File: src/rtl/core/mctp_pkg.sv
package mctp_pkg;

   // default pool geometry
   localparam int SLOTS_DEF   = 8;
   localparam int ID_BITS_DEF = 8;

   // field widths
   localparam int ID_W    = 8;
   localparam int TIME_W  = 32;
   localparam int CSR_W   = 4;

   // slot count after reset
   localparam logic [CSR_W-1:0] CSR_RESET = 4'd8;

   // request codes carried in req_tuser
   localparam logic [1:0] MODE_SUB   = 2'd0;
   localparam logic [1:0] MODE_UNSUB = 2'd1;
   localparam logic [1:0] MODE_TICK  = 2'd2;

   // result codes carried in rsp_tuser
   localparam logic [1:0] KIND_SUB    = 2'd0;
   localparam logic [1:0] KIND_UNSUB  = 2'd1;
   localparam logic [1:0] KIND_EXPIRY = 2'd2;

   // one slot as held in the slot memory
   typedef struct packed {
      logic [ID_W-1:0]   client;
      logic              rep;
      logic [TIME_W-1:0] start;
      logic [TIME_W-1:0] period;
   } slot_word_type;

   // compare unit verdict for one slot
   typedef struct packed {
      logic id_match;
      logic expired;
   } cmp_res_type;

endpackage

File: src/rtl/core/mctp_ram.sv
module mctp_ram #(
   parameter int WIDTH = 8,
   parameter int DEPTH = 8,
   localparam int AW   = (DEPTH > 1) ? $clog2(DEPTH) : 1
) (
   input  logic             clock,
   input  logic             wr_en,
   input  logic [AW-1:0]    wr_addr,
   input  logic [WIDTH-1:0] wr_data,
   input  logic             rd_en,
   input  logic [AW-1:0]    rd_addr,
   output logic [WIDTH-1:0] rd_data
);

   logic [WIDTH-1:0] mem_ff [DEPTH];
   logic [WIDTH-1:0] rd_data_ff;

   // one write port, one registered read port
   always_ff @(posedge clock) begin
      if (wr_en) begin
         mem_ff[wr_addr] <= wr_data;
      end
      if (rd_en) begin
         rd_data_ff <= mem_ff[rd_addr];
      end
   end

   assign rd_data = rd_data_ff;

endmodule

File: src/rtl/core/mctp_cmp.sv
module mctp_cmp
   import mctp_pkg::*;
(
   input  logic [TIME_W-1:0] tick,
   input  logic [ID_W-1:0]   id,
   input  slot_word_type     word,
   output cmp_res_type       res
);

   logic [TIME_W-1:0] end_time;

   // wrapping end time, plain unsigned compare against the counter
   always_comb begin
      end_time     = word.start + word.period;
      res.expired  = (tick >= end_time);
      res.id_match = (word.client == id);
   end

endmodule

File: src/rtl/core/multi_client_tick_timer_pool.sv
// Pool of timer slots driven by a tick request stream.
// req channel: tuser selects subscribe, unsubscribe or tick; tdata carries the
// client id, period and repeat flag. One transaction is taken when req_tready
// is high, which is the case only while no request is in progress.
// rsp channel: tuser gives the result kind, tdata the accepted flag, client id
// and counter value, tlast marks the final result of a request. A tick that
// expires no slot returns nothing; an unused request code is dropped.
// Sequence: with n = min(slots_in_use, SLOTS), a request starts the slot read
// in RD, scans up to n slots in EV and finishes in FIN; the next request is
// taken once the sequencer is back in IDLE.
// The single read port of the slot memory feeds the shared end-time adder
// and comparator one slot per cycle while the scan is not held; subscribe and
// unsubscribe stop at the slot that holds the client.
// A result waits in an output register and one expiry notice is held back,
// so a stalled receiver holds the scan only when an expiry is found while both
// are full; the finishing cycle waits until the output register is free.
// Reset: counter zero, slots_in_use 8, every slot free, at once (occupancy is
// held in flops). Writing csr_wr_data sets slots_in_use and frees all slots;
// it must be written only while the block is idle; the block does not check.
module multi_client_tick_timer_pool
   import mctp_pkg::*;
#(
   parameter int SLOTS   = SLOTS_DEF,
   parameter int ID_BITS = ID_BITS_DEF
) (
   input  logic             clock,
   input  logic             reset,
   // request: tdata = client_id[7:0], period[39:8], repeat_req[40], zero pad
   input  logic             req_tvalid,
   output logic             req_tready,
   input  logic [47:0]      req_tdata,
   // request: tuser = mode[1:0]
   input  logic [1:0]       req_tuser,
   // result: tdata = accepted[0], client_id_res[8:1], time_now[40:9], zero pad
   output logic             rsp_tvalid,
   input  logic             rsp_tready,
   output logic [47:0]      rsp_tdata,
   // result: tuser = kind[1:0]
   output logic [1:0]       rsp_tuser,
   output logic             rsp_tlast,
   // slots_in_use register
   input  logic             csr_wr_en,
   input  logic [CSR_W-1:0] csr_wr_data
);

   localparam int IW = (SLOTS > 1) ? $clog2(SLOTS) : 1;
   localparam int CW = $clog2(SLOTS + 1);
   localparam logic [ID_W-1:0] ID_MASK =
      (ID_BITS >= ID_W) ? {ID_W{1'b1}} : ID_W'((1 << ID_BITS) - 1);

   typedef enum logic [1:0] {IDLE, RD, EV, FIN} state_type;

   state_type         state_ff;
   logic [CSR_W-1:0]  csr_ff;
   logic [TIME_W-1:0] tick_ff;
   logic [SLOTS-1:0]  valid_ff;
   logic [1:0]        mode_ff;
   logic [ID_W-1:0]   id_ff;
   logic [TIME_W-1:0] period_ff;
   logic              rep_ff;
   logic [IW-1:0]     idx_ff;
   logic [IW-1:0]     free_idx_ff;
   logic              free_found_ff;
   logic              hit_ff;
   logic              pend_vld_ff;
   logic [ID_W-1:0]   pend_id_ff;
   logic              rsp_valid_ff;
   logic [1:0]        rsp_kind_ff;
   logic              rsp_acc_ff;
   logic [ID_W-1:0]   rsp_id_ff;
   logic [TIME_W-1:0] rsp_time_ff;
   logic              rsp_last_ff;

   logic [CW-1:0]     n_eff;
   logic              req_acc;
   logic [ID_W-1:0]   req_id;
   logic              out_free;
   logic              last_slot;
   logic              slot_hit;
   logic              slot_exp;
   logic              ev_stall;
   logic              ev_stop;
   logic              ev_adv;
   logic              rsp_load;
   logic              ram_wr_en;
   logic [IW-1:0]     ram_wr_addr;
   slot_word_type     ram_wr_data;
   logic              ram_rd_en;
   logic [IW-1:0]     ram_rd_addr;
   slot_word_type     ram_rd_data;
   cmp_res_type       cmp_res;

   // slot memory
   mctp_ram #(
      .WIDTH($bits(slot_word_type)),
      .DEPTH(SLOTS)
   ) u_ram (
      .clock  (clock),
      .wr_en  (ram_wr_en),
      .wr_addr(ram_wr_addr),
      .wr_data(ram_wr_data),
      .rd_en  (ram_rd_en),
      .rd_addr(ram_rd_addr),
      .rd_data(ram_rd_data)
   );

   // shared end-time and id compare
   mctp_cmp u_cmp (
      .tick(tick_ff),
      .id  (id_ff),
      .word(ram_rd_data),
      .res (cmp_res)
   );

   // scan control
   always_comb begin
      if (32'(csr_ff) > SLOTS) begin
         n_eff = CW'(SLOTS);
      end else begin
         n_eff = CW'(csr_ff);
      end
      req_acc   = req_tvalid && req_tready;
      req_id    = req_tdata[7:0] & ID_MASK;
      out_free  = !rsp_valid_ff || rsp_tready;
      last_slot = (CW'(idx_ff) == n_eff - CW'(1));
      slot_hit  = valid_ff[idx_ff] && cmp_res.id_match;
      slot_exp  = valid_ff[idx_ff] && cmp_res.expired;
      ev_stall  = (mode_ff == MODE_TICK) && slot_exp && pend_vld_ff && !out_free;
      ev_stop   = ((mode_ff == MODE_SUB) || (mode_ff == MODE_UNSUB)) && slot_hit;
      ev_adv    = (state_ff == EV) && !ev_stall && !ev_stop;
      // output register takes a new result this cycle
      rsp_load  = (ev_adv && (mode_ff == MODE_TICK) && slot_exp && pend_vld_ff) ||
                  ((state_ff == FIN) && out_free &&
                   !((mode_ff == MODE_TICK) && !pend_vld_ff));
   end

   // slot memory access
   always_comb begin
      ram_rd_en   = (state_ff == RD) || (ev_adv && !last_slot);
      ram_rd_addr = (state_ff == RD) ? idx_ff : idx_ff + IW'(1);
      ram_wr_en   = ((state_ff == EV) && (mode_ff == MODE_SUB) && slot_hit) ||
                    ((state_ff == EV) && (mode_ff == MODE_TICK) && slot_exp &&
                     !ev_stall && ram_rd_data.rep) ||
                    ((state_ff == FIN) && (mode_ff == MODE_SUB) && !hit_ff &&
                     free_found_ff && out_free);
      ram_wr_addr = (state_ff == FIN) ? free_idx_ff : idx_ff;
      ram_wr_data.client = id_ff;
      ram_wr_data.start  = tick_ff;
      if (mode_ff == MODE_TICK) begin
         ram_wr_data.client = ram_rd_data.client;
         ram_wr_data.rep    = ram_rd_data.rep;
         ram_wr_data.period = ram_rd_data.period;
      end else begin
         ram_wr_data.rep    = rep_ff;
         ram_wr_data.period = period_ff;
      end
   end

   // sequencer, occupancy and result register
   always_ff @(posedge clock) begin
      if (reset) begin
         state_ff      <= IDLE;
         csr_ff        <= CSR_RESET;
         tick_ff       <= '0;
         valid_ff      <= '0;
         pend_vld_ff   <= 1'b0;
         free_found_ff <= 1'b0;
         hit_ff        <= 1'b0;
         rsp_valid_ff  <= 1'b0;
      end else begin
         if (rsp_valid_ff && rsp_tready && !rsp_load) begin
            rsp_valid_ff <= 1'b0;
         end
         // register write frees the pool
         if (csr_wr_en) begin
            csr_ff   <= csr_wr_data;
            valid_ff <= '0;
         end
         unique case (state_ff)
            IDLE: begin
               if (req_acc) begin
                  mode_ff       <= req_tuser;
                  id_ff         <= req_id;
                  period_ff     <= req_tdata[39:8];
                  rep_ff        <= req_tdata[40];
                  idx_ff        <= '0;
                  free_found_ff <= 1'b0;
                  hit_ff        <= 1'b0;
                  pend_vld_ff   <= 1'b0;
                  if (req_tuser == MODE_TICK) begin
                     tick_ff <= tick_ff + TIME_W'(1);
                  end
                  priority if ((req_tuser != MODE_SUB) && (req_tuser != MODE_UNSUB) &&
                               (req_tuser != MODE_TICK)) begin
                     state_ff <= IDLE;
                  end else if ((req_tuser != MODE_TICK) && (req_id == '0)) begin
                     state_ff <= FIN;
                  end else if (n_eff == '0) begin
                     state_ff <= FIN;
                  end else begin
                     state_ff <= RD;
                  end
               end
            end
            RD: begin
               state_ff <= EV;
            end
            EV: begin
               if (ev_stop) begin
                  if (mode_ff == MODE_SUB) begin
                     hit_ff <= 1'b1;
                  end else begin
                     valid_ff[idx_ff] <= 1'b0;
                  end
                  state_ff <= FIN;
               end else if (ev_adv) begin
                  // lowest free slot for a later claim
                  if ((mode_ff == MODE_SUB) && !valid_ff[idx_ff] && !free_found_ff) begin
                     free_idx_ff   <= idx_ff;
                     free_found_ff <= 1'b1;
                  end
                  // expiry: flush the held notice, hold this one
                  if ((mode_ff == MODE_TICK) && slot_exp) begin
                     if (pend_vld_ff) begin
                        rsp_valid_ff <= 1'b1;
                        rsp_kind_ff  <= KIND_EXPIRY;
                        rsp_acc_ff   <= 1'b1;
                        rsp_id_ff    <= pend_id_ff;
                        rsp_time_ff  <= tick_ff;
                        rsp_last_ff  <= 1'b0;
                     end
                     pend_id_ff  <= ram_rd_data.client;
                     pend_vld_ff <= 1'b1;
                     if (!ram_rd_data.rep) begin
                        valid_ff[idx_ff] <= 1'b0;
                     end
                  end
                  if (last_slot) begin
                     state_ff <= FIN;
                  end else begin
                     idx_ff <= idx_ff + IW'(1);
                  end
               end
            end
            FIN: begin
               if ((mode_ff == MODE_TICK) && !pend_vld_ff) begin
                  state_ff <= IDLE;
               end else if (out_free) begin
                  rsp_valid_ff <= 1'b1;
                  rsp_time_ff  <= tick_ff;
                  rsp_last_ff  <= 1'b1;
                  if (mode_ff == MODE_SUB) begin
                     rsp_kind_ff <= KIND_SUB;
                     rsp_acc_ff  <= hit_ff || free_found_ff;
                     rsp_id_ff   <= id_ff;
                     if (!hit_ff && free_found_ff) begin
                        valid_ff[free_idx_ff] <= 1'b1;
                     end
                  end else if (mode_ff == MODE_UNSUB) begin
                     rsp_kind_ff <= KIND_UNSUB;
                     rsp_acc_ff  <= 1'b1;
                     rsp_id_ff   <= id_ff;
                  end else begin
                     rsp_kind_ff <= KIND_EXPIRY;
                     rsp_acc_ff  <= 1'b1;
                     rsp_id_ff   <= pend_id_ff;
                     pend_vld_ff <= 1'b0;
                  end
                  state_ff <= IDLE;
               end
            end
            default: begin
               state_ff <= IDLE;
            end
         endcase
      end
   end

   assign req_tready = (state_ff == IDLE);
   assign rsp_tvalid = rsp_valid_ff;
   assign rsp_tuser  = rsp_kind_ff;
   assign rsp_tlast  = rsp_last_ff;
   assign rsp_tdata  = {7'd0, rsp_time_ff, rsp_id_ff, rsp_acc_ff};

`ifndef NO_ASSERTIONS
   // scan index stays inside the searched range
   a_idx_range: assert property (@(posedge clock) disable iff (reset)
      (state_ff == EV) |-> (CW'(idx_ff) < n_eff))
      else $error("scan index beyond slots in use");

   // a tick advances the counter by exactly one
   a_tick_step: assert property (@(posedge clock) disable iff (reset)
      (req_acc && (req_tuser == MODE_TICK)) |=> (tick_ff == $past(tick_ff) + TIME_W'(1)))
      else $error("tick counter did not advance by one");

   // held expiry notices belong to tick requests only
   a_pend_tick: assert property (@(posedge clock) disable iff (reset)
      pend_vld_ff |-> (mode_ff == MODE_TICK))
      else $error("pending expiry outside a tick");

   // subscribe and unsubscribe give a single closing result
   a_single_last: assert property (@(posedge clock) disable iff (reset)
      (rsp_valid_ff && (rsp_kind_ff != KIND_EXPIRY)) |-> rsp_last_ff)
      else $error("status result without tlast");
`endif

endmodule
File: config.mk
export PLATFORM = sky130hd
export DESIGN_NAME = multi_client_tick_timer_pool
export DESIGN_NICKNAME = d
export VERILOG_FILES = /design/src/rtl/core/mctp_pkg.sv /design/src/rtl/core/mctp_ram.sv /design/src/rtl/core/mctp_cmp.sv /design/src/rtl/core/multi_client_tick_timer_pool.sv
export SDC_FILE = /design/constraint.sdc
export NUM_CORES = 1
export LEC_CHECK = 0
export BUFFER_PORTS_ARGS = -buffer_cell sky130_fd_sc_hd__buf_2
export CAP_MARGIN = 10
export CORE_MARGIN = 1
export CORE_UTILIZATION = 56
export CTS_CLUSTER_DIAMETER = 60
export CTS_CLUSTER_SIZE = 30
export DETAILED_ROUTE_END_ITERATION = 16
export GPL_TIMING_DRIVEN = 1
export PLACE_DENSITY = 0.85
export SYNTH_ARGS = -nofsm -noshare
export SYNTH_HDL_FRONTEND = slang
export SYNTH_SLANG_ARGS = --single-unit
File: constraint.sdc
create_clock -name clock -period 9.1 [get_ports clock]
set_clock_uncertainty 0.2 [all_clocks]
set_input_delay 0.91 -clock clock [delete_from_list [all_inputs] [get_ports clock]]
set_output_delay 0.91 -clock clock [all_outputs]
set_load 0.1 [all_outputs]
==> out/metrics.yaml, run 1 <==
worst_setup_path_end_kind: "flip-flop"
detail_route.drc_violations: 0
power_per_cell_area_nw_per_um2: 261
synth_area_per_cell_um2: 17.9
detailedRoute.firstPassIterationCount: 6
power.ir.vdd_worst_mv: 0.200
route.detailed.vias_per_inst: 6.31
run_status: "finished clean"
worst_skew_pair.late_latency_ps: 620
synth.top_cell.area_share_pct: 69.1
required_ps: 9170
cts_made_buffers: 44
yosysUniqueCellTypes: 66
layout.cells.non_filler: 2736
finalHoldViolations: 0
netlist_area_um2: 33000
grt_use_total_pct: 23.5
via_count_of_the_first_global_routing_pass: 17800
cts_hold_buffers: 0
place.port_buffers: 97
drt_iter0_markers: 2190
synth_most_common_cell: "edfxtp_1"
yosys_register_bits: 808
final_hpwl_from_detailed_placement_mm: 37.9
routed_wire_length_mm: 69.0
final_nets: 2068
final.period_utilization_pct: 76.0
yosys_warnings: 0
wl_per_cell_um: 25.2
dp.cells: 2657
max_slew_headroom_pct: 30.2
synth_edf_count: 758
max_cap_viol_count: 0
worst_setup_hold_path_clk_slew_ps: 110
worst_hold_slack_ps: 278
worst-setup-path-type: "reg -> reg"
global_route_wire_length_before_repair_mm: 106
aggregate_global_routing_overflow: 0
synth_seq_area_share_pct: 72.1
timing_worst_slew_pin_value_ps: 1020
synth_top_cell_by_area: "edfxtp_1"
synth_flop_cell: "edfxtp_1"
postRouteAntennaNets: 0
grt_max_degree: 147
row_count: 88
area.growth.synth_to_final_pct: 9.43
fmax_mhz: 145
initial_core_util_pct: 56.9
clkSinkCount: 808
synthTopCellsByCount: "edfxtp_1, nand2_1, mux4_2, mux2_2, nor2_1"
ctsRootBufferMaster: "clkbuf_16"
design.die.area_um2: 59800
synth_cells: 1840
cts_tree: "built"
final_layout_size_suffix_gt1_share_pct: 22.6
cts_repair_resize_count: 0
worst_setup_path_start_kind: "flip-flop"
grt_setup_unrepaired: "no"
final-max-slew-violation-count: 0
synthTopCellsByArea: "edfxtp_1, mux4_2, dfxtp_1"
antenna_cells: 0
ctsHtreeMaxLevel: 2
antenna_found_initial: 1
arrival_ps: 6990
hold_path_class: "in -> reg"
total_leakage_power_nw: 11.9
gp_congestion: 0.877
die_h_um: 245
post_cts_setup_inserts: 0
core_area_um2: 57900
floorplan.io_pins: 112
finalSetupViolCount: 0
finalCriticalPeriod_ps: 6920
ys_async_sr_fraction_pct: 0
path_max_fanout: 54
clock_path_buffers: 3
die_extent_in_x_um: 245
total_via_count_in_the_routed_design: 17300
-- cell type report --
class	instances	area, µm²
flip-flops and latches	808	23800
fillers	3854	21900
multi-input cells	937	8870
clock inverters	29	467
well taps	765	957
inverters	28	105
clock buffers	50	1140
repair buffers	119	751
-- worst max-delay path, cell delays in order (launching register included) --
cell and delay, ps:
edfxtp_1 470, ha_1 390, o21ai_0 140, o211ai_1 370, a311o_1 290, nor3b_1 380, o21ai_0 280, and3_1 280
nor2b_1 140, o21ai_0 180, ha_1 280, a21o_1 190, a21o_1 180, a221o_1 290, a31oi_1 160, o21ai_0 360
o21ai_2 440, o21ai_0 260, nand2b_4 800, buf_4 450
-- kinds of logic (layout without fill, tap and decap cells) --
group | after synthesis | count (layout) | share of synthesized area [%]
muxes | 237 | 237 | 13.1
buffers and inverters | 101 | 226 | 1.33
other | 1 | 7 | 0.0114
AOI/OAI and AO/OA | 187 | 187 | 3.74
and+or+nand+nor | 367 | 367 | 5.23
DFF | 808 | 808 | 72.1
xor gates and xnor gates | 68 | 68 | 1.81
adders and majority gates | 71 | 71 | 2.72
-- routing by layer --
metal	global-route usage, %	routed length (µm)	vias up
li1	-	-	7455
met1	32.0	27200	8825
met2	39.5	35000	857
met3	3.16	4940	117
met4	7.76	1890	0
met5	0	0	-
-- power breakdown --
group	total, mW	switching (mW)	leakage (nW)	internal (mW)
sequential	4.44	0.113	7.19	4.33
combinational	2.60	1.40	3.99	1.21
clock	2.36	1.32	0.774	1.04
-- stage by stage --
step / setup TNS, ps / power (mW) / setup slack (ps) / util (%) / instance area (µm²)
6_report: 0 / 9.40 / 2180 / 62.3 / 36100
2_1_floorplan: -430800 / 6.49 / -839 / - / 33000
5_1_grt: 0 / 9.80 / 1750 / 62.3 / 36100
3_3_place_gp: 0 / 6.98 / 2460 / 59.5 / 34500
3_5_place_dp: 0 / 7.08 / 2320 / 59.5 / 34500
4_1_cts: 0 / 9.43 / 2230 / 62.3 / 36100
-- cells in the final DEF, fill, tap and decap left out, types with 6 or more instances in the layout --
cell and instances:
nand4_1 11, nor2_1 77, nor3b_2 6, ha_1 70, a21oi_1 50, clkbuf_16 45
buf_2 97, edfxtp_1 758, o21ai_0 36, nor3_1 15, buf_4 14, nor4_1 6
a211oi_1 9, and2_1 6, a21o_1 22, a221oi_1 7, nand2b_1 14, conb_1 7
xor2_1 37, and3_1 9, mux2_2 83, mux2i_1 7, a22oi_1 8, or3_1 14
xnor2_1 29, clkinv_8 10, nor2b_1 9, mux4_2 146, inv_1 28, nand2_1 162
buf_12 8, a31oi_1 7, nand3_1 16, dfxtp_1 50
-- registers in the layout, indices dropped and copies added (netlist names), 2 cells and up --
| register | count |
|---|---|
| rsp_time_ff | 32 |
| u_ram.mem_ff | 584 |
| tick_ff | 32 |
| rsp_tuser | 2 |
| rsp_id_ff | 8 |
| valid_ff | 8 |
| free_idx_ff | 3 |
| u_ram.rd_data | 73 |
| idx_ff | 3 |
| state_ff | 2 |
| period_ff | 32 |
| pend_id_ff | 8 |
| id_ff | 8 |
| csr_ff | 4 |
| mode_ff | 2 |
-- worst paths after layout --
check	start	to	slack [ps]	cells after the start
max	u_ram.rd_data[3]	u_ram.rd_data[50]	2180	19
min reg2reg	valid_ff[7]	valid_ff[7]	330	2
min	req_tdata[33]	period_ff[25]	280	1
max reg2reg	u_ram.rd_data[3]	u_ram.rd_data[50]	2180	19
No activity file was read; power rests on OpenSTA's default activity.
==> run 2: changes to the inputs <==
- CORE_UTILIZATION: 56 -> 62
- PLACE_DENSITY: 0.85 -> 0.89
- clock period: 9.1 -> 6.54 ns (I/O delays scaled with it)
==> run 2 against run 1 <==
First-iteration DRC count up 12%. Worst setup slack worse by 1900 ps. Wire length up 7.6%. Final cell count down 2.1%. Maximum frequency up 10%. Sequential cell count unchanged. Combinational power up 46%. Die area down 9.6%. Core utilization up 6.6 points. Sequential share of layout area down 0.19 points. Worst hold slack worse by 260 ps. Power up 40%. Critical endpoint is now u_ram.rd_data[19].
==> out/metrics.yaml, run 2 (synthesis gave the netlist of run 1 again) <==
run_status: "finished clean"  # unchanged
power_per_cell_area_nw_per_um2: 363  # was 261 nW/µm²
ctsHtreeMaxLevel: 2  # unchanged
total_via_count_in_the_routed_design: 17900  # was 17.3k
design.die.area_um2: 54100  # was 59800 µm²
global_route_wire_length_before_repair_mm: 112  # was 106 mm
fmax_mhz: 159  # was 145 MHz
detail_route.drc_violations: 0  # unchanged
r2r_setup_slack_ps: 260  # was 2180 ps
max_cap_viol_count: 0  # unchanged
power.switching_mw: 4.03  # was 2.83 mW
finalHoldViolations: 0  # unchanged
die_extent_in_x_um: 233  # was 245 µm
aggregate_global_routing_overflow: 0  # unchanged
required_ps: 6620  # was 9170 ps
worst-setup-path-type: "reg -> reg"  # unchanged
cellInternalPower_mw: 9.10  # was 6.57 mW
r2r_start: "u_ram.rd_data[0]"  # was u_ram.rd_data[3]
timing.rr.end: "u_ram.rd_data[19]"  # was u_ram.rd_data[50]
arrival_ps: 6370  # was 6990 ps
place.port_buffers: 97  # unchanged
largest_register_ffs: 584  # unchanged
worst_skew_pair.late_latency_ps: 630  # was 620 ps
antenna_found_initial: 3  # was 1
hold_path_class: "in -> reg"  # unchanged
core_area_um2: 52600  # was 57900 µm²
holdPathStages: 1  # unchanged
path_max_fanout: 29  # was 54
final_hpwl_from_detailed_placement_mm: 42.4  # was 37.9 mm
setup-tns-final_ps: 0  # unchanged
dpl-instance-area_um2: 34600  # was 34500 µm²
max_slew_headroom_pct: 26.4  # was 30.2%
layout_common_cells: "edfxtp_1, nand2_1, mux4_2"  # unchanged
finalCriticalPeriod_ps: 6280  # was 6920 ps
via_count_of_the_first_global_routing_pass: 18300  # was 17.8k
comb_power_share_pct: 29.0  # was 27.7%
timing.reg2reg.worst_path_depth: 22  # was 19
clkSinkCount: 808  # unchanged
share_seq_of_total_power_pct: 47.0  # was 47.2%
layout.cells.most_common: "edfxtp_1"  # unchanged
grt_setup_unrepaired: "no"  # unchanged
floorplan.io_pins: 112  # unchanged
final_layout_size_suffix_gt1_share_pct: 23.1  # was 22.6%
timing_worst_slew_pin_value_ps: 1070  # was 1020 ps
worst_hold_path.endpoint: "period_ff[29]"  # was period_ff[25]
power.ir.vdd_worst_mv: 0.271  # was 0.200 mV
power_frac_clock_pct: 24.0  # was 25.1%
fillCellCount: 3005  # was 3854
gp_congestion: 0.894  # was 0.877
route.detailed.vias_per_inst: 6.69  # was 6.31
grt_use_total_pct: 28.0  # was 23.5%
worst_setup_path_end_kind: "flip-flop"  # unchanged
worst_setup_hold_path_clk_slew_ps: 110  # about the same
final.period_utilization_pct: 96.1  # was 76.0%
clock_path_buffers: 3  # unchanged
place_ws_ps: 342  # was 2320 ps
cts_tree: "built"  # unchanged
area.growth.synth_to_final_pct: 9.75  # was 9.43%
max_flop_register: "u_ram.mem_ff"  # unchanged
ctsRootBufferMaster: "clkbuf_16"  # unchanged
die_h_um: 233  # was 245 µm
grt_max_degree: 111  # was 147
finalSetupViolCount: 0  # unchanged
totalPowerFinal_mw: 13.1  # was 9.40 mW
row_count: 84  # was 88
post_cts_setup_inserts: 0  # unchanged
layout.cells.non_filler: 2679  # was 2736
postRouteAntennaNets: 0  # unchanged
worst_setup_path_start_kind: "flip-flop"  # unchanged
routed_wire_length_mm: 74.3  # was 69.0 mm
total_non_filler_cell_area_in_the_finished_layout_um2: 36200  # was 36100 µm²
switching_share_pct: 30.7  # was 30.1%
detailedRoute.firstPassIterationCount: 6  # unchanged
total_leakage_power_nw: 12.1  # was 11.9 nW
final_nets: 2085  # was 2068
final-max-slew-violation-count: 0  # unchanged
wl_per_cell_um: 27.7  # was 25.2 µm
cts_made_buffers: 43  # was 44
initial_core_util_pct: 62.7  # was 56.9%
post-route-worst-setup-slack_ps: 256  # was 2180 ps
dp.cells: 2596  # was 2657
holdCritStartpoint: "req_tdata[37]"  # was req_tdata[33]
drt_iter0_markers: 2448  # was 2190
## run 2: metal layers
metal | track usage, % | wire (µm) | up-vias
li1 | - | - | 7508
met3 | 4.63 | 7060 | 177
met1 | 37.6 | 27000 | 9042
met5 | 0 | 0 | -
met4 | 10.6 | 2680 | 0
met2 | 46.6 | 37500 | 1195
## run 2: what timing repair did
item,in CTS,in global routing
hold endpoints to repair,2,0
endpoints found under the setup margin,0,194
resized for setup,0,2
hold buffers,2,0
## run 2: cell type report
| class | count | area (µm²) | area share (%) |
|---|---|---|---|
| multi-input cells | 937 | 8930 | 24.7 |
| clock inverters | 29 | 407 | 1.12 |
| flip-flops and latches | 808 | 23800 | 65.7 |
| repair buffers | 137 | 995 | 2.75 |
| well taps | 688 | 861 | 2.38 |
| diodes | 3 | 7.51 | 0.0208 |
| inverters | 28 | 105 | 0.291 |
| clock buffers | 49 | 1100 | 3.04 |
## run 2: power by group through the flow
| stage | sequential, mW | combinational, mW | clock [mW] |
|---|---|---|---|
| finish | 6.17 | 3.80 | 3.15 |
| global route | 6.19 | 4.07 | 3.34 |
| CTS | 6.17 | 3.76 | 3.17 |
| detailed placement | 6.28 | 3.66 | 0 |
| global placement | 6.26 | 3.47 | 0 |
| floorplan | 6.24 | 2.79 | 0 |
## run 2: per-stage QoR
stage	utilization [%]	hold slack [ps]
floorplan	-	267
global placement	65.9	280
detailed placement	65.9	291
CTS	68.8	2.10
global route	68.8	2.92
finish	68.8	19.1
## run 2: critical path, stage by stage, from the launching register on
cell and delay (ps):
edfxtp_1 380, ha_1 230, inv_1 90, fa_1 410, nand2b_1 180, a21oi_1 210, o21ai_1 180, a21oi_1 510
o21a_1 230, a221oi_1 130, o21ai_0 310, xnor2_1 190, ha_1 290, nand4_1 90, nor2_1 60, a221o_1 350
a31oi_1 170, o21ai_0 260, o21ai_2 290, buf_4 190, o21ai_0 220, nand2b_4 450, buf_12 280
## run 2: how the worst max path moves through the flow
stage	end	depth (start not counted)	slack, ps	start
3_5_place_dp	u_ram.mem_ff[5][19]	21	340	u_ram.rd_data[0]
4_1_cts	u_ram.mem_ff[5][18]	21	200	u_ram.rd_data[0]
2_1_floorplan	u_ram.mem_ff[2][0]	17	-860	u_ram.rd_data[21]
5_1_grt	u_ram.mem_ff[4][19]	22	50	u_ram.rd_data[0]
3_3_place_gp	idx_ff[0]	20	670	u_ram.rd_data[3]
6_report	u_ram.rd_data[19]	22	260	u_ram.rd_data[0]
==> run 3: changes to the inputs <==
- CORE_UTILIZATION: 62 -> 45
- PLACE_DENSITY: 0.89 -> 0.7
==> run 3 against run 2 <==
Design area grew 2.3%. Non-clock buffer count up 25. Maximum frequency rose by 2.5%. Highest routed layer unchanged. Combinational power fell by 5.3%. Clock-buffer cell count decreased by 2.
==> out/metrics.yaml, run 3 (synthesis gave the netlist of run 1 again) <==
cp_top_family: "compound AO/OA/AOI/OAI gates"  # unchanged
core_area_um2: 72000  # was 52600 µm²
detailedRoute.firstPassIterationCount: 5  # was 6
worst_setup_path_end_kind: "flip-flop"  # unchanged
ctsHtreeMaxLevel: 2  # unchanged
final_layout_size_suffix_gt1_share_pct: 23.8  # was 23.1%
final-max-slew-violation-count: 0  # unchanged
ctsRootBufferMaster: "clkbuf_16"  # unchanged
arrival_ps: 6270  # was 6370 ps
required_ps: 6670  # was 6620 ps
antenna_found_initial: 0  # was 3
place_ws_ps: 258  # was 342 ps
holdCritStartpoint: "req_tdata[38]"  # was req_tdata[37]
gp_congestion: 0.845  # was 0.894
power.switching_mw: 3.89  # was 4.03 mW
aggregate_global_routing_overflow: 0  # unchanged
layout.cells.non_filler: 2965  # was 2679
finalCriticalPeriod_ps: 6130  # was 6280 ps
layout_common_cells: "edfxtp_1, nand2_1, mux4_2"  # unchanged
run_status: "finished clean"  # unchanged
initial_core_util_pct: 45.8  # was 62.7%
post-route-worst-setup-slack_ps: 409  # was 256 ps
largest_register_ffs: 584  # unchanged
die_extent_in_x_um: 273  # was 233 µm
max_flop_register: "u_ram.mem_ff"  # unchanged
clock_path_buffers: 3  # unchanged
share_seq_of_total_power_pct: 47.0  # about the same
total_via_count_in_the_routed_design: 16900  # was 17.9k
comb_power_share_pct: 27.4  # was 29.0%
total_leakage_power_nw: 12.4  # was 12.1 nW
final.period_utilization_pct: 93.8  # was 96.1%
worst_setup_hold_path_clk_slew_ps: 110  # about the same
worst_skew_pair.late_latency_ps: 620  # was 630 ps
r2r_setup_slack_ps: 410  # was 260 ps
routed_wire_length_mm: 69.7  # was 74.3 mm
wl_per_cell_um: 23.5  # was 27.7 µm
total_non_filler_cell_area_in_the_finished_layout_um2: 37000  # was 36200 µm²
timing.critical_path.slowest_cell_delay_ps: 520  # was 510 ps
area.growth.synth_to_final_pct: 12.2  # was 9.75%
final_nets: 2111  # was 2085
finalSetupViolCount: 0  # unchanged
route.detailed.vias_per_inst: 5.70  # was 6.69
layout.cells.most_common: "edfxtp_1"  # unchanged
worst_setup_path_start_kind: "flip-flop"  # unchanged
cp_cell_sequence: "ha_1 -> a21o_1 -> nand2b_1 -> o21ai_0 -> a21oi_1 -> a311oi_1 -> nor2_1 -> o41ai_1 -> xor2_1 -> ha_1 -> nand4_1 -> nor2_1 -> a221o_1 -> a31oi_1 -> o21ai_0 -> o21ai_2 -> buf_4 -> o21ai_0 -> a2111oi_0 -> buf_4"  # was ha_1 -> inv_1 -> fa_1 -> nand2b_1 -> a21oi_1 -> o21ai_1 -> a21oi_1 -> o21a_1 -> a221oi_1 -> o21ai_0 -> xnor2_1 -> ha_1 -> nand4_1 -> nor2_1 -> a221o_1 -> a31oi_1 -> o21ai_0 -> o21ai_2 -> buf_4 -> o21ai_0 -> nand2b_4 -> buf_12
r2r_start: "u_ram.rd_data[7]"  # was u_ram.rd_data[0]
path_max_fanout: 7  # was 29
drt_iter0_markers: 1685  # was 2448
dp.cells: 2867  # was 2596
grt_setup_unrepaired: "no"  # unchanged
cpMaxStageDelayCell: "a311oi_1"  # was a21oi_1
timing_worst_slew_pin_value_ps: 981  # was 1070 ps
hold_path_class: "in -> reg"  # unchanged
fmax_mhz: 163  # was 159 MHz
finalHoldViolations: 0  # unchanged
setup-tns-final_ps: 0  # unchanged
max_slew_headroom_pct: 32.7  # was 26.4%
global_route_wire_length_before_repair_mm: 107  # was 112 mm
power_per_cell_area_nw_per_um2: 355  # was 363 nW/µm²
die_h_um: 273  # was 233 µm
worst_setup_path_startpoint: "u_ram.rd_data[7]"  # was u_ram.rd_data[0]
detail_route.drc_violations: 0  # unchanged
via_count_of_the_first_global_routing_pass: 17600  # was 18.3k
power_frac_clock_pct: 25.6  # was 24.0%
clkSinkCount: 808  # unchanged
grt_max_degree: 77  # was 111
timing.critical_path.buf_inv: 2  # was 3
place.port_buffers: 97  # unchanged
final_hpwl_from_detailed_placement_mm: 41.5  # was 42.4 mm
worst-setup-path-type: "reg -> reg"  # unchanged
row_count: 98  # was 84
cts_tree: "built"  # unchanged
worst_path_most_repeated_cell: "o21ai_0"  # unchanged
postRouteAntennaNets: 0  # unchanged
cts_made_buffers: 44  # was 43
dpl-instance-area_um2: 35100  # was 34600 µm²
floorplan.io_pins: 112  # unchanged
antenna_cells: 0  # was 3
grt_use_total_pct: 19.0  # was 28.0%
power.ir.vdd_worst_mv: 0.219  # was 0.271 mV
switching_share_pct: 29.7  # was 30.7%
max_cap_viol_count: 0  # unchanged
design.die.area_um2: 74300  # was 54100 µm²
cellInternalPower_mw: 9.22  # was 9.10 mW
run 3: cell types whose count changed in the layout (fill, tap and decap cells not counted), moves of 2 or more:
cell and delta:
clkbuf_1 -5, bufinv_16 +2, inv_8 +2, clkinv_4 -3
buf_4 +3, inv_12 -3, dlygate4sd3_1 +13, inv_16 +2
clkbuf_16 +2, diode_2 -3, clkinv_8 +4, buf_12 +10
run 3: power groups by stage:
stage | Clock [mW] | Sequential [mW] | Combinational [mW]
after global placement | 0 | 6.28 | 3.54
after CTS | 3.43 | 6.17 | 3.67
after detailed placement | 0 | 6.29 | 3.62
after global routing | 3.60 | 6.19 | 3.94
final | 3.35 | 6.17 | 3.60
after floorplan | 0 | 6.24 | 2.79
run 3: worst paths after layout:
check                                      to  cells after the start
worst max-delay path                idx_ff[2]                     20
worst min-delay path            period_ff[30]                      1
worst max register to register      idx_ff[2]                     20
worst min register to register    valid_ff[7]                      2
run 3: what timing repair did:
| action | in CTS | in global routing |
|---|---|---|
| setup endpoints to repair | 0 | 348 |
| hold buffers | 15 | 0 |
| buffers inserted | 0 | 3 |
| gates resized for setup | 0 | 2 |
| endpoints found under the hold margin | 15 | 0 |
run 3: final cells by class:
cell class,count,area (µm²)
Inverter,28,105
Fill cell,5635,35000
Clock buffer,47,1140
Timing Repair Buffer,162,1340
Clock inverter,33,515
Multi-Input combinational cell,937,8940
Tap cell,950,1190
Sequential cell,808,23800
run 3: per-stage QoR:
stage	power, mW	util, %	hold slack [ps]
final	13.1	51.4	30.8
after global routing	13.7	51.4	2.27
after CTS	13.3	51.3	1.85
after global placement	9.82	48.8	280
after floorplan	9.03	-	267
after detailed placement	9.91	48.8	290
run 3: layer usage:
layer / part of all wire, % / track usage [%]
met5: 0 / 0
met4: 1.8 / 4.14
met3: 4.5 / 2.36
met2: 50 / 31.8
met1: 44 / 26.8
